**config.mk**
```make
export PLATFORM = sky130hd
export DESIGN_NAME = cpuu_serial
export DESIGN_NICKNAME = d
export VERILOG_FILES = /design/src/rtl/cpuu_pkg.sv /design/src/rtl/cpuu_serial.sv
export SDC_FILE = /design/constraint.sdc
export NUM_CORES = 2
export LEC_CHECK = 0
export ABC_AREA = 1
export ABC_CLOCK_PERIOD_IN_PS = 32299
export BUFFER_PORTS_ARGS = -buffer_cell sky130_fd_sc_hd__buf_4
export CAP_MARGIN = 20
export CORE_AREA = 3 3 349 351
export CTS_CLUSTER_DIAMETER = 40
export DETAILED_ROUTE_END_ITERATION = 7
export DIE_AREA = 0 0 352 354
export GPL_ROUTABILITY_DRIVEN = 0
export PLACE_DENSITY = 0.82
export SLEW_MARGIN = 20
export SYNTH_ARGS = -nofsm -noshare
export SYNTH_HDL_FRONTEND = slang
export SYNTH_SLANG_ARGS = --single-unit
export TNS_END_PERCENT = 20
```
**constraint.sdc**
```tcl
create_clock -name clock -period 32.3 [get_ports clock]
set_input_delay 3.23 -clock clock [delete_from_list [all_inputs] [get_ports clock]]
set_output_delay 3.23 -clock clock [all_outputs]
set_load 0.01 [all_outputs]
```
**src/rtl/cpuu_pkg.sv**
```systemverilog
// Shared constants and types for the cpu utilization block.
package cpuu_pkg;

   localparam int NUM_COUNTERS     = 10;
   localparam int CNT_W            = 64;
   localparam int CPU_IDX_W        = 6;
   localparam int UTIL_W           = 14;
   localparam int PROD_W           = CNT_W + UTIL_W;
   localparam int COUNTERS_W       = NUM_COUNTERS * CNT_W;
   localparam int SLOT_W           = 4;
   localparam int DEFAULT_NUM_CPUS = 64;
   localparam int REQ_TDATA_W      = ((CPU_IDX_W + COUNTERS_W + 7) / 8) * 8;
   localparam int RSP_TDATA_W      = ((CPU_IDX_W + UTIL_W + 7) / 8) * 8;

   localparam logic [UTIL_W-1:0] FULL_SCALE = 14'd10000;

   // Counter positions within one snapshot
   localparam int C_USER       = 0;
   localparam int C_NICE       = 1;
   localparam int C_SYSTEM     = 2;
   localparam int C_IDLE       = 3;
   localparam int C_IOWAIT     = 4;
   localparam int C_IRQ        = 5;
   localparam int C_SOFTIRQ    = 6;
   localparam int C_STEAL      = 7;
   localparam int C_GUEST      = 8;
   localparam int C_NICE_GUEST = 9;

   typedef struct packed {
      logic              access;
      logic              set_valid;
      logic [SLOT_W-1:0] slot;
   } store_req_type;

   typedef struct packed {
      logic load_in;
      logic rotate;
      logic shift_prev;
      logic step;
   } serial_ctrl_type;

   typedef struct packed {
      logic active;
      logic done;
   } div_status_type;

endpackage

```
**src/rtl/cpuu_serial.sv**
```systemverilog
// Bit-serial counter differences and busy/total sums, LSB first.
module cpuu_serial import cpuu_pkg::*; (
   input  logic                  clock,
   input  serial_ctrl_type       ctrl,
   input  logic [COUNTERS_W-1:0] counters_in,
   input  logic [CNT_W-1:0]      rd_data,
   output logic [CNT_W-1:0]      wr_data,
   output logic [CNT_W-1:0]      busy,
   output logic [CNT_W-1:0]      total
);

   logic [CNT_W-1:0]        cur_ff  [NUM_COUNTERS];
   logic [CNT_W-1:0]        prev_ff [NUM_COUNTERS];
   logic [NUM_COUNTERS-1:0] borrow_ff, borrow_in;
   logic [NUM_COUNTERS-1:0] diff;
   logic [2:0]              busy_carry_ff;
   logic [1:0]              total_carry_ff;
   logic [3:0]              busy_sum;
   logic [2:0]              total_sum;
   logic [CNT_W-1:0]        busy_ff, total_ff;

   always_comb begin
      logic a, b;
      for (int c = 0; c < NUM_COUNTERS; c++) begin
         a            = cur_ff[c][0];
         b            = prev_ff[c][0];
         diff[c]      = a ^ b ^ borrow_ff[c];
         borrow_in[c] = (~a & b) | (~(a ^ b) & borrow_ff[c]);
      end
      busy_sum  = 4'(diff[C_USER]) + 4'(diff[C_NICE]) + 4'(diff[C_SYSTEM])
                + 4'(diff[C_IRQ]) + 4'(diff[C_SOFTIRQ]) + 4'(diff[C_GUEST])
                + 4'(diff[C_NICE_GUEST]) + 4'(busy_carry_ff);
      total_sum = 3'(busy_sum[0]) + 3'(diff[C_IDLE]) + 3'(diff[C_IOWAIT])
                + 3'(diff[C_STEAL]) + 3'(total_carry_ff);
   end

   always_ff @(posedge clock) begin
      if (ctrl.load_in) begin
         for (int c = 0; c < NUM_COUNTERS; c++) begin
            cur_ff[c] <= counters_in[c*CNT_W +: CNT_W];
         end
         borrow_ff      <= '0;
         busy_carry_ff  <= '0;
         total_carry_ff <= '0;
      end else if (ctrl.rotate) begin
         // present each counter in turn at slot zero for the write port
         for (int c = 0; c < NUM_COUNTERS - 1; c++) begin
            cur_ff[c] <= cur_ff[c+1];
         end
         cur_ff[NUM_COUNTERS-1] <= cur_ff[0];
      end else if (ctrl.step) begin
         for (int c = 0; c < NUM_COUNTERS; c++) begin
            cur_ff[c] <= cur_ff[c] >> 1;
         end
         borrow_ff      <= borrow_in;
         busy_carry_ff  <= busy_sum[3:1];
         total_carry_ff <= total_sum[2:1];
         busy_ff        <= {busy_sum[0], busy_ff[CNT_W-1:1]};
         total_ff       <= {total_sum[0], total_ff[CNT_W-1:1]};
      end
   end

   always_ff @(posedge clock) begin
      if (ctrl.shift_prev) begin
         for (int c = 0; c < NUM_COUNTERS - 1; c++) begin
            prev_ff[c] <= prev_ff[c+1];
         end
         prev_ff[NUM_COUNTERS-1] <= rd_data;
      end else if (ctrl.step) begin
         for (int c = 0; c < NUM_COUNTERS; c++) begin
            prev_ff[c] <= prev_ff[c] >> 1;
         end
      end
   end

   assign wr_data = cur_ff[0];
   assign busy    = busy_ff;
   assign total   = total_ff;

endmodule

```
==> impl_metrics.env <==
export IMPL_area_growth_pct=21.1
export IMPL_die_w_um=352
export IMPL_endpoint_kind="register"
export IMPL_reg2reg_slack_ps=27790
export IMPL_violations="DRC"
export IMPL_layout_common_cells="edfxtp_1, nand2_1, buf_4"
export IMPL_placed_area_um2=70100
export IMPL_ctsResizeCount=0
export IMPL_first_iter_violations=8762
export IMPL_antenna_found_initial=54
export IMPL_cp_arrival_ps=8150
export IMPL_synth_top_cell_area_share_pct=66.6
export IMPL_post_route_util_pct=64.0
export IMPL_avgSynthCellArea_um2=10.8
export IMPL_setup_worst_path_end="cur_ff[0][421]$_DFFE_PP_"
export IMPL_setup_viol=0
export IMPL_cts_sinks=1423
export IMPL_rows=127
export IMPL_overflow=0
export IMPL_grt_max_degree=241
export IMPL_drc=13
export IMPL_ys_seq_area_share_pct=67.3
export IMPL_die_y_um=354
export IMPL_critPathLaunch="ctrl[3]"
export IMPL_grt_pass1_wl_mm=287
export IMPL_slew_viol_final=0
export IMPL_start_util_pct=52.9
export IMPL_synth_edf_count=1399
export IMPL_max_slew_margin_pct=22.6
export IMPL_rsz0062_at_grt="no"
export IMPL_reg2reg_from="cur_ff[0][320]$_DFFE_PP_"
export IMPL_r2r_end="total_carry_ff[0]$_SDFFE_PP0P_"
export IMPL_fin_worst_skew_ps=38.8
export IMPL_layout_drive_gt1_share_pct=18.7
export IMPL_worst_ep_required_time_ps=32690
export IMPL_tightestPinTransition_ps=1160
export IMPL_io_buffers=900
export IMPL_fmax_mhz=129
export IMPL_powerDensity_nw_per_um2=65.3
export IMPL_finalHoldViolations=0
export IMPL_synth_flop_cell="edfxtp_1"
export IMPL_vdd_drop_max_mv=0.0545
export IMPL_ff2ff_path_depth=13
export IMPL_netlist_area_um2=63100
export IMPL_h_tree_depth=4
export IMPL_dp_hpwl_mm=135
export IMPL_post_route_period_util_pct=24.0
export IMPL_final_antenna_net_count=0
export IMPL_crit_type="in2reg"
export IMPL_hp_class="reg2reg"
export IMPL_synth_area_leader_cell="edfxtp_1"
export IMPL_ys_types=23
export IMPL_drtPass1Iterations=8
export IMPL_whs_ps=451
export IMPL_status="complete, but fails checks"
export IMPL_grtUsageTotal_pct=30.5
export IMPL_clockBufferDepth=3
export IMPL_via_per_inst=5.97
export IMPL_placed_cells=7958
export IMPL_path_clk_slew_ps=60
export IMPL_grt_pass1_vias=46500
export IMPL_totalWireLength_mm=198
export IMPL_max_cap_violations=0
export IMPL_yosys_warnings=0
export IMPL_crit_fanout=87
export IMPL_post_route_cell_area_um2=76400
export IMPL_start_kind="input port"
export IMPL_p_leak_nw=30.9
export IMPL_vias=49800
export IMPL_clk_latency_ps=810
export IMPL_synthArstFlopShare_pct=0
export IMPL_ys_top_cells_by_area="edfxtp_1, nand2_1, o22ai_1"
export IMPL_cts_root_buf="clkbuf_16"
export IMPL_core_area_um2=119000
export IMPL_fin_crit_ps=7760
export IMPL_layout_nets=7264
export IMPL_cts_hold_buf=0
export IMPL_cts_setup_buffers=0
export IMPL_synth_seq_cells=1423
export IMPL_syn_nets=6603
export IMPL_die_area_um2=125000
export IMPL_layout_cells_non_filler=8347
export IMPL_io_pins=901
export IMPL_wl_per_cell_um=23.7
export IMPL_final_common_cell="edfxtp_1"
export IMPL_fillers=8625
export IMPL_numCtsBuffers=182
export IMPL_syn_inst=5871
export IMPL_cts_tree="built"
export IMPL_setup_tns_ps=0
==> kinds of logic (layout without fill, tap and decap cells) <==
group	after synthesis	in the layout	synth area share, %
XOR/XNOR	1	1	0.0139
flip-flops	1423	1423	67.3
AND/OR/NAND/NOR	1624	1624	9.83
buffers and inverters	1149	1966	7.59
AO/OA/AOI/OAI	1651	1651	14.6
adder cells (fa/ha/maj)	23	23	0.658
other	0	47	0
==> Yosys cell counts, types with 28 or more instances <==
library cell,count
a21oi_1,428
a31oi_1,63
buf_1,28
buf_2,180
buf_4,68
clkbuf_1,193
edfxtp_1,1399
inv_1,674
nand2_1,1070
nand3_1,65
nor2_1,485
o211ai_1,91
o21ai_0,205
o21ai_1,350
o22ai_1,514
==> routing by layer <==
metal / up-vias / track usage (%) / share of wire (%)
met5: - / 0 / 0.047
met4: 16 / 17.4 / 6.0
met3: 616 / 10.8 / 14
met2: 3565 / 44.2 / 44
met1: 23700 / 40.1 / 36
li1: 21900 / - / -
==> worst min-delay path by stage <==
stage                                      startpoint                          end  slack, ps  cells after the start
final                             total[32]$_DFFE_PP_          total[31]$_DFFE_PP_        450                      0
after floorplan           prev_ff[0][63]$_SDFFE_PP0P_  prev_ff[0][63]$_SDFFE_PP0P_        450                      2
after global routing              total[46]$_DFFE_PP_          total[45]$_DFFE_PP_        460                      0
after CTS                         total[62]$_DFFE_PP_          total[61]$_DFFE_PP_        450                      0
after detailed placement           busy[21]$_DFFE_PP_           busy[20]$_DFFE_PP_        430                      0
after global placement             total[2]$_DFFE_PP_           total[1]$_DFFE_PP_        430                      0
==> power breakdown <==
part           leakage [nW]  internal, mW  switching, mW
clock                  2.95          1.19          0.844
sequential             14.7          2.28          0.112
combinational          13.3         0.212          0.355
==> flip-flops by register name, indices dropped and copies added (netlist names) <==
| name | flops |
|---|---|
| prev_ff | 640 |
| busy | 64 |
| borrow_ff | 10 |
| busy_carry_ff | 3 |
| cur_ff | 640 |
| total | 64 |
| total_carry_ff | 2 |
==> area by class of cell <==
type | instances | area (um2) | share of cell area [%]
antenna | 47 | 118 | 0.154
tap | 1612 | 2020 | 2.64
clock buffer | 209 | 4680 | 6.12
multi-input combinational | 3299 | 15900 | 20.8
clock inverter | 131 | 1450 | 1.90
timing repair buffer | 946 | 7220 | 9.45
inverter | 680 | 2570 | 3.37
sequential | 1423 | 42500 | 55.6
==> critical path: stages <==
cell and delay (ps):
buf_4 140, inv_2 320, nand2_4 480, inv_8 600, nor2_4 100, nand2_4 330, buf_4 840, buf_4 950
buf_4 970
==> metrics by stage <==
step                setup WS [ps]  power (mW)
floorplan                   13920        2.77
global placement            23750        2.93
detailed placement          23640        2.96
CTS                         24530        4.99
global route                24230        5.15
finish                      24540        4.99
Power figures use the tool's default switching activity.
