[config.mk]
export PLATFORM = sky130hd
export DESIGN_NAME = cpuu_divider
export DESIGN_NICKNAME = d
export VERILOG_FILES = /design/src/rtl/cpuu_pkg.sv /design/src/rtl/cpuu_divider.sv
export SDC_FILE = /design/constraint.sdc
export NUM_CORES = 1
export LEC_CHECK = 0
export ABC_AREA = 1
export BUFFER_PORTS_ARGS = -buffer_cell sky130_fd_sc_hd__buf_2
export CAP_MARGIN = 20
export CORE_UTILIZATION = 55
export DETAILED_ROUTE_END_ITERATION = 7
export PLACE_DENSITY = 0.81
export REMOVE_ABC_BUFFERS = 1
export SYNTH_ARGS = -nofsm -noshare
export SYNTH_HDL_FRONTEND = slang
export SYNTH_SLANG_ARGS = --single-unit
[constraint.sdc]
create_clock -name clock -period 8.03 [get_ports clock]
set_input_delay 0.4015 -clock clock [delete_from_list [all_inputs] [get_ports clock]]
set_output_delay 0.4015 -clock clock [all_outputs]
set_load 0.01 [all_outputs]
[src/rtl/cpuu_pkg.sv]
// Shared constants and types for the cpu utilization block.
package cpuu_pkg;

   localparam int NUM_COUNTERS     = 10;
   localparam int CNT_W            = 64;
   localparam int CPU_IDX_W        = 6;
   localparam int UTIL_W           = 14;
   localparam int PROD_W           = CNT_W + UTIL_W;
   localparam int COUNTERS_W       = NUM_COUNTERS * CNT_W;
   localparam int SLOT_W           = 4;
   localparam int DEFAULT_NUM_CPUS = 64;
   localparam int REQ_TDATA_W      = ((CPU_IDX_W + COUNTERS_W + 7) / 8) * 8;
   localparam int RSP_TDATA_W      = ((CPU_IDX_W + UTIL_W + 7) / 8) * 8;

   localparam logic [UTIL_W-1:0] FULL_SCALE = 14'd10000;

   // Counter positions within one snapshot
   localparam int C_USER       = 0;
   localparam int C_NICE       = 1;
   localparam int C_SYSTEM     = 2;
   localparam int C_IDLE       = 3;
   localparam int C_IOWAIT     = 4;
   localparam int C_IRQ        = 5;
   localparam int C_SOFTIRQ    = 6;
   localparam int C_STEAL      = 7;
   localparam int C_GUEST      = 8;
   localparam int C_NICE_GUEST = 9;

   typedef struct packed {
      logic              access;
      logic              set_valid;
      logic [SLOT_W-1:0] slot;
   } store_req_type;

   typedef struct packed {
      logic load_in;
      logic rotate;
      logic shift_prev;
      logic step;
   } serial_ctrl_type;

   typedef struct packed {
      logic active;
      logic done;
   } div_status_type;

endpackage

[src/rtl/cpuu_divider.sv]
// Shift-add scaling by full scale and restoring division, one bit per cycle.
module cpuu_divider import cpuu_pkg::*; (
   input  logic              clock,
   input  logic              reset,
   input  logic              start,
   input  logic [CNT_W-1:0]  busy,
   input  logic [CNT_W-1:0]  total,
   output div_status_type    status,
   output logic [UTIL_W-1:0] util
);

   typedef enum logic [2:0] {
      D_IDLE = 3'b001,
      D_MUL  = 3'b010,
      D_DIV  = 3'b100
   } div_state_type;

   localparam logic [SLOT_W-1:0] STEP_LAST = SLOT_W'(UTIL_W - 1);

   div_state_type     state_ff, state_in;
   logic [SLOT_W-1:0] step_ff, step_in;
   logic              done_ff, done_in;
   logic [PROD_W-1:0] acc_ff, acc_in;
   logic [PROD_W-1:0] mcand_ff, mcand_in;
   logic [CNT_W-1:0]  rem_ff, rem_in;
   logic [UTIL_W-1:0] quo_ff, quo_in;
   logic [UTIL_W-1:0] util_ff, util_in;

   logic [CNT_W-1:0]  rem_cur;
   logic [CNT_W:0]    trial, trial_diff;
   logic              ge;

   always_comb begin
      rem_cur    = (step_ff == '0) ? acc_ff[PROD_W-1:UTIL_W] : rem_ff;
      trial      = {rem_cur, acc_ff[UTIL_W-1]};
      trial_diff = trial - {1'b0, total};
      ge         = trial >= {1'b0, total};
   end

   always_comb begin
      state_in = state_ff;
      step_in  = step_ff;
      done_in  = 1'b0;
      acc_in   = acc_ff;
      mcand_in = mcand_ff;
      rem_in   = rem_ff;
      quo_in   = quo_ff;
      util_in  = util_ff;
      case (state_ff)
         D_IDLE: begin
            if (start) begin
               if (total == '0 || busy == '0) begin
                  util_in = '0;
                  done_in = 1'b1;
               end else if (busy >= total) begin
                  util_in = FULL_SCALE;
                  done_in = 1'b1;
               end else begin
                  acc_in   = '0;
                  mcand_in = PROD_W'(busy);
                  step_in  = '0;
                  state_in = D_MUL;
               end
            end
         end
         D_MUL: begin
            if (FULL_SCALE[step_ff]) begin
               acc_in = acc_ff + mcand_ff;
            end
            mcand_in = mcand_ff << 1;
            step_in  = step_ff + 1'b1;
            if (step_ff == STEP_LAST) begin
               step_in  = '0;
               state_in = D_DIV;
            end
         end
         D_DIV: begin
            rem_in  = ge ? trial_diff[CNT_W-1:0] : trial[CNT_W-1:0];
            acc_in  = acc_ff << 1;
            quo_in  = {quo_ff[UTIL_W-2:0], ge};
            step_in = step_ff + 1'b1;
            if (step_ff == STEP_LAST) begin
               util_in  = {quo_ff[UTIL_W-2:0], ge};
               done_in  = 1'b1;
               state_in = D_IDLE;
            end
         end
         default: begin
            state_in = D_IDLE;
         end
      endcase
   end

   always_ff @(posedge clock) begin
      if (reset) begin
         state_ff <= D_IDLE;
         step_ff  <= '0;
         done_ff  <= 1'b0;
      end else begin
         state_ff <= state_in;
         step_ff  <= step_in;
         done_ff  <= done_in;
      end
   end

   always_ff @(posedge clock) begin
      acc_ff   <= acc_in;
      mcand_ff <= mcand_in;
      rem_ff   <= rem_in;
      quo_ff   <= quo_in;
      util_ff  <= util_in;
   end

   assign status.active = (state_ff != D_IDLE);
   assign status.done   = done_ff;
   assign util          = util_ff;

   assert property (@(posedge clock) disable iff (reset)
      start |-> state_ff == D_IDLE)
      else $error("divider started while busy");

   assert property (@(posedge clock) disable iff (reset)
      done_ff |-> util_ff <= FULL_SCALE)
      else $error("utilization above full scale");

   assert property (@(posedge clock) disable iff (reset)
      done_ff |-> state_ff == D_IDLE)
      else $error("division finished while still running");

endmodule

==> metrics.yaml <==
sta:
  setup_tns_ns: 0
  setup_viol: 0
  worst_slew_pin_slew_ns: 1.06
  holdWs_ns: 0.0495
  max_freq_ghz: 0.190
  max_slew_margin_pct: 29.2
  hold_viol: 0
  rsz0062_at_grt: "no"
  finalCriticalPeriod_ns: 5.25
  fin_crit_sh_pct: 65.4
  slew_violations: 0
  fin_skew_ns: 0.0130
setup_path:
  crit_path_start: "step_ff[0]"
  cpMostUsedCell: "nand2_1"
  cp_data_arrival_time_ns: 5.70
  crit_required_ns: 8.48
  crit_path_end_kind: "register"
  cp_slowest_cell: "inv_2"
  crit_fanout: 76
  worst-setup-path-type: "register to register"
  r2r-start: "step_ff[0]"
  cp-start-kind: "register"
  max_stage_delay_ns: 0.83
  crit_chain: "inv_1, ha_1, nand2_4, buf_4, mux2_2, ha_1, nand2_1, nand2_1, a21oi_1, o21ai_1, o21bai_1, a221oi_1, nand2_2, nand2_2, nand2_4, inv_2, nand2_1, nand2_1"
clock_network:
  postCtsSetupBuffers: 0
  clk_pin_slew_ns: 0.07
  hold_buffers: 0
  clockBufferDepth: 3
  cts_inserted_buffers: 28
  cts.sinks: 256
  htree_levels: 1
  post_cts_resized: 0
  clk_latency_ns: 0.58
  cts_tree: "done"
  clock-root-buffer: "clkbuf_16"
yosys:
  synthFlopType: "edfxtp_1"
  synth.area.mux_share_pct: 0.144
  synth_edf_count: 247
  synth_area_per_cell_um2: 6.95
  async_reset_ff_share_pct: 0
  synth_top_family_by_area: "simple AND/OR/NAND/NOR gates"
  synth_cell_types: 46
  synth_fa_ha_area_share_pct: 11.3
  yosys_warnings: 0
  synth_compound_area_share_pct: 19.0
  synthXorXnorAreaFrac_pct: 3.44
  ys_ff_latch: 256
  netlist_instances: 3364
  syn-cell-area_um2: 23400
  synthSimpleGateAreaFrac_pct: 23.8
  ys_seq_area_share_pct: 32.5
hold_path:
  hold_start: "reset"
  hp-class: "input pin to register"
floorplan:
  initial_core_util_pct: 55.8
  design.die.area_um2: 43400
  coreArea_um2: 41900
  die_w_um: 208
  die_height_um: 208
  ios: 147
  placementRows: 75
global_route:
  grt_max_degree: 101
  grt_overflow: 0
  grt_pass1_vias: 22400
  track_usage_pct: 36.6
  grt_pass1_wl_um: 123000
  antenna_found_initial: 1
power_and_ir_drop:
  irDropWorstVdd_v: 0.000151
  pwr_density_cell_nw_per_um2: 280
  p_leak_nw: 11.2
run_status:
  status: "finished clean"
routing:
  drt_iter0_drc: 2862
  vias: 23800
  wirelength_um: 80900
  route.detailed.drc: 0
  dr.pass1.iters: 6
  wl_per_cell_um: 20.0
  viasPerCell: 5.88
  antenna_left: 0
final_layout:
  final_common_cell: "nand2_1"
  final_cell_mix: "790 x nand2_1, 521 x inv_1, 409 x nor2_1"
  drive_gt1_share_pct: 6.70
  syn_to_final_growth_pct: 9.29
  nets: 3832
  num_antenna_cells: 0
place:
  gp_congestion: 1.08
  port_buffers: 146
  dp_hpwl_um: 65600
job:
  maxCapViolations: 0
==> report_power, final <==
part | switching (mW) | total [mW] | internal (mW)
registers | 0.136 | 1.94 | 1.80
clock network | 0.562 | 1.32 | 0.763
logic | 2.71 | 3.89 | 1.18
total | 3.40 | 7.15 | 3.75
==> sequential cells by signal, summed over array words and instances, names as in the netlist, named ones only <==
signal and flops:
step_ff 4, acc_ff 78, util 14, mcand_ff 78, done_ff 1, rem_ff 64, quo_ff 13, state_ff 3
==> critical path: cells and delay by family, from the launching register on <==
family,cells,cell delay (ns)
DFF,1,0.42
AOI/OAI and AO/OA,4,0.84
adders and majority gates,2,0.57
muxes,1,0.41
buffers and inverters,3,1.45
and+or+nand+nor,8,1.31
==> cells in the mapped netlist (2+ instances only) <==
cell type / number / area share, %
xnor2_1: 36 / 1.3
o21a_1: 27 / 0.87
o21ai_0: 339 / 7.3
and3_1: 6 / 0.16
o211ai_1: 7 / 0.22
ha_1: 208 / 11
a22oi_1: 2 / 0.064
a31oi_1: 23 / 0.62
o22ai_1: 27 / 0.72
clkbuf_1: 41 / 0.66
buf_6: 2 / 0.096
nand4_1: 49 / 1.3
a21oi_2: 2 / 0.075
nor3_1: 22 / 0.47
a21boi_0: 20 / 0.64
nand3_1: 86 / 1.8
fa_1: 2 / 0.17
nand2_2: 3 / 0.080
a21oi_1: 279 / 6.0
nor4_1: 10 / 0.27
a221oi_1: 5 / 0.19
nor2_1: 411 / 6.6
a211oi_1: 2 / 0.064
a32o_1: 2 / 0.086
xor2_1: 56 / 2.1
or2_2: 5 / 0.13
o21bai_1: 21 / 0.67
dfxtp_1: 9 / 0.77
buf_4: 6 / 0.19
o21ai_1: 35 / 0.75
mux2_2: 3 / 0.14
nand2_1: 791 / 13
a21o_1: 20 / 0.64
buf_1: 5 / 0.080
edfxtp_1: 247 / 32
buf_2: 6 / 0.13
inv_1: 522 / 8.4
nor4b_1: 2 / 0.075
nand3b_1: 3 / 0.096
inv_2: 16 / 0.26
==> stage by stage <==
stage | area, um2 | total power [mW] | utilization, % | instances | setup WS [ns]
after CTS | 25600 | 7.01 | 60.9 | 4049 | 2.93
after floorplan | 23100 | 4.55 | - | 3304 | -6.80
after detailed placement | 24700 | 5.68 | 58.8 | 4000 | 2.98
after global placement | 24600 | 5.65 | 58.7 | 3999 | 3.09
after global routing | 25600 | 7.58 | 60.9 | 4049 | 2.39
final | 25600 | 7.15 | 60.9 | 4049 | 2.78
==> kinds of logic (layout without fill, tap and decap cells) <==
family                   count (synthesis)  count (layout)
flip-flops                             256             256
buffers and inverters                  598             744
AND/OR/NAND/NOR                       1391            1391
adder cells (fa/ha/maj)                210             210
multiplexers                             3               3
XOR/XNOR                                92              92
AO/OA/AOI/OAI                          814             814
==> layout make-up <==
cell class / instances / area, um2
clock buffers: 31 / 712
repair buffers: 157 / 826
clock inverters: 18 / 199
multi-input cells: 2510 / 13500
fillers: 3915 / 16400
flip-flops and latches: 256 / 7600
inverters: 538 / 2020
well taps: 539 / 674
==> per-layer routing <==
metal  wire length, um  track usage (%)  vias up
met5                11                0        -
met4              4560             19.0        2
met3              9110             7.70      265
met2             34900             56.7     1366
met1             32300             48.1    10700
li1                  -                -    11400
==> worst paths after layout <==
path | end | slack (ns) | depth (start not counted)
hold reg to reg | quo_ff[8] | 0.45 | 0
setup / recovery | rem_ff[40] | 2.78 | 18
hold / removal | state_ff[2] | 0.05 | 2
setup reg to reg | rem_ff[40] | 2.78 | 18
Note: power is estimated with default switching activity, not from simulation.
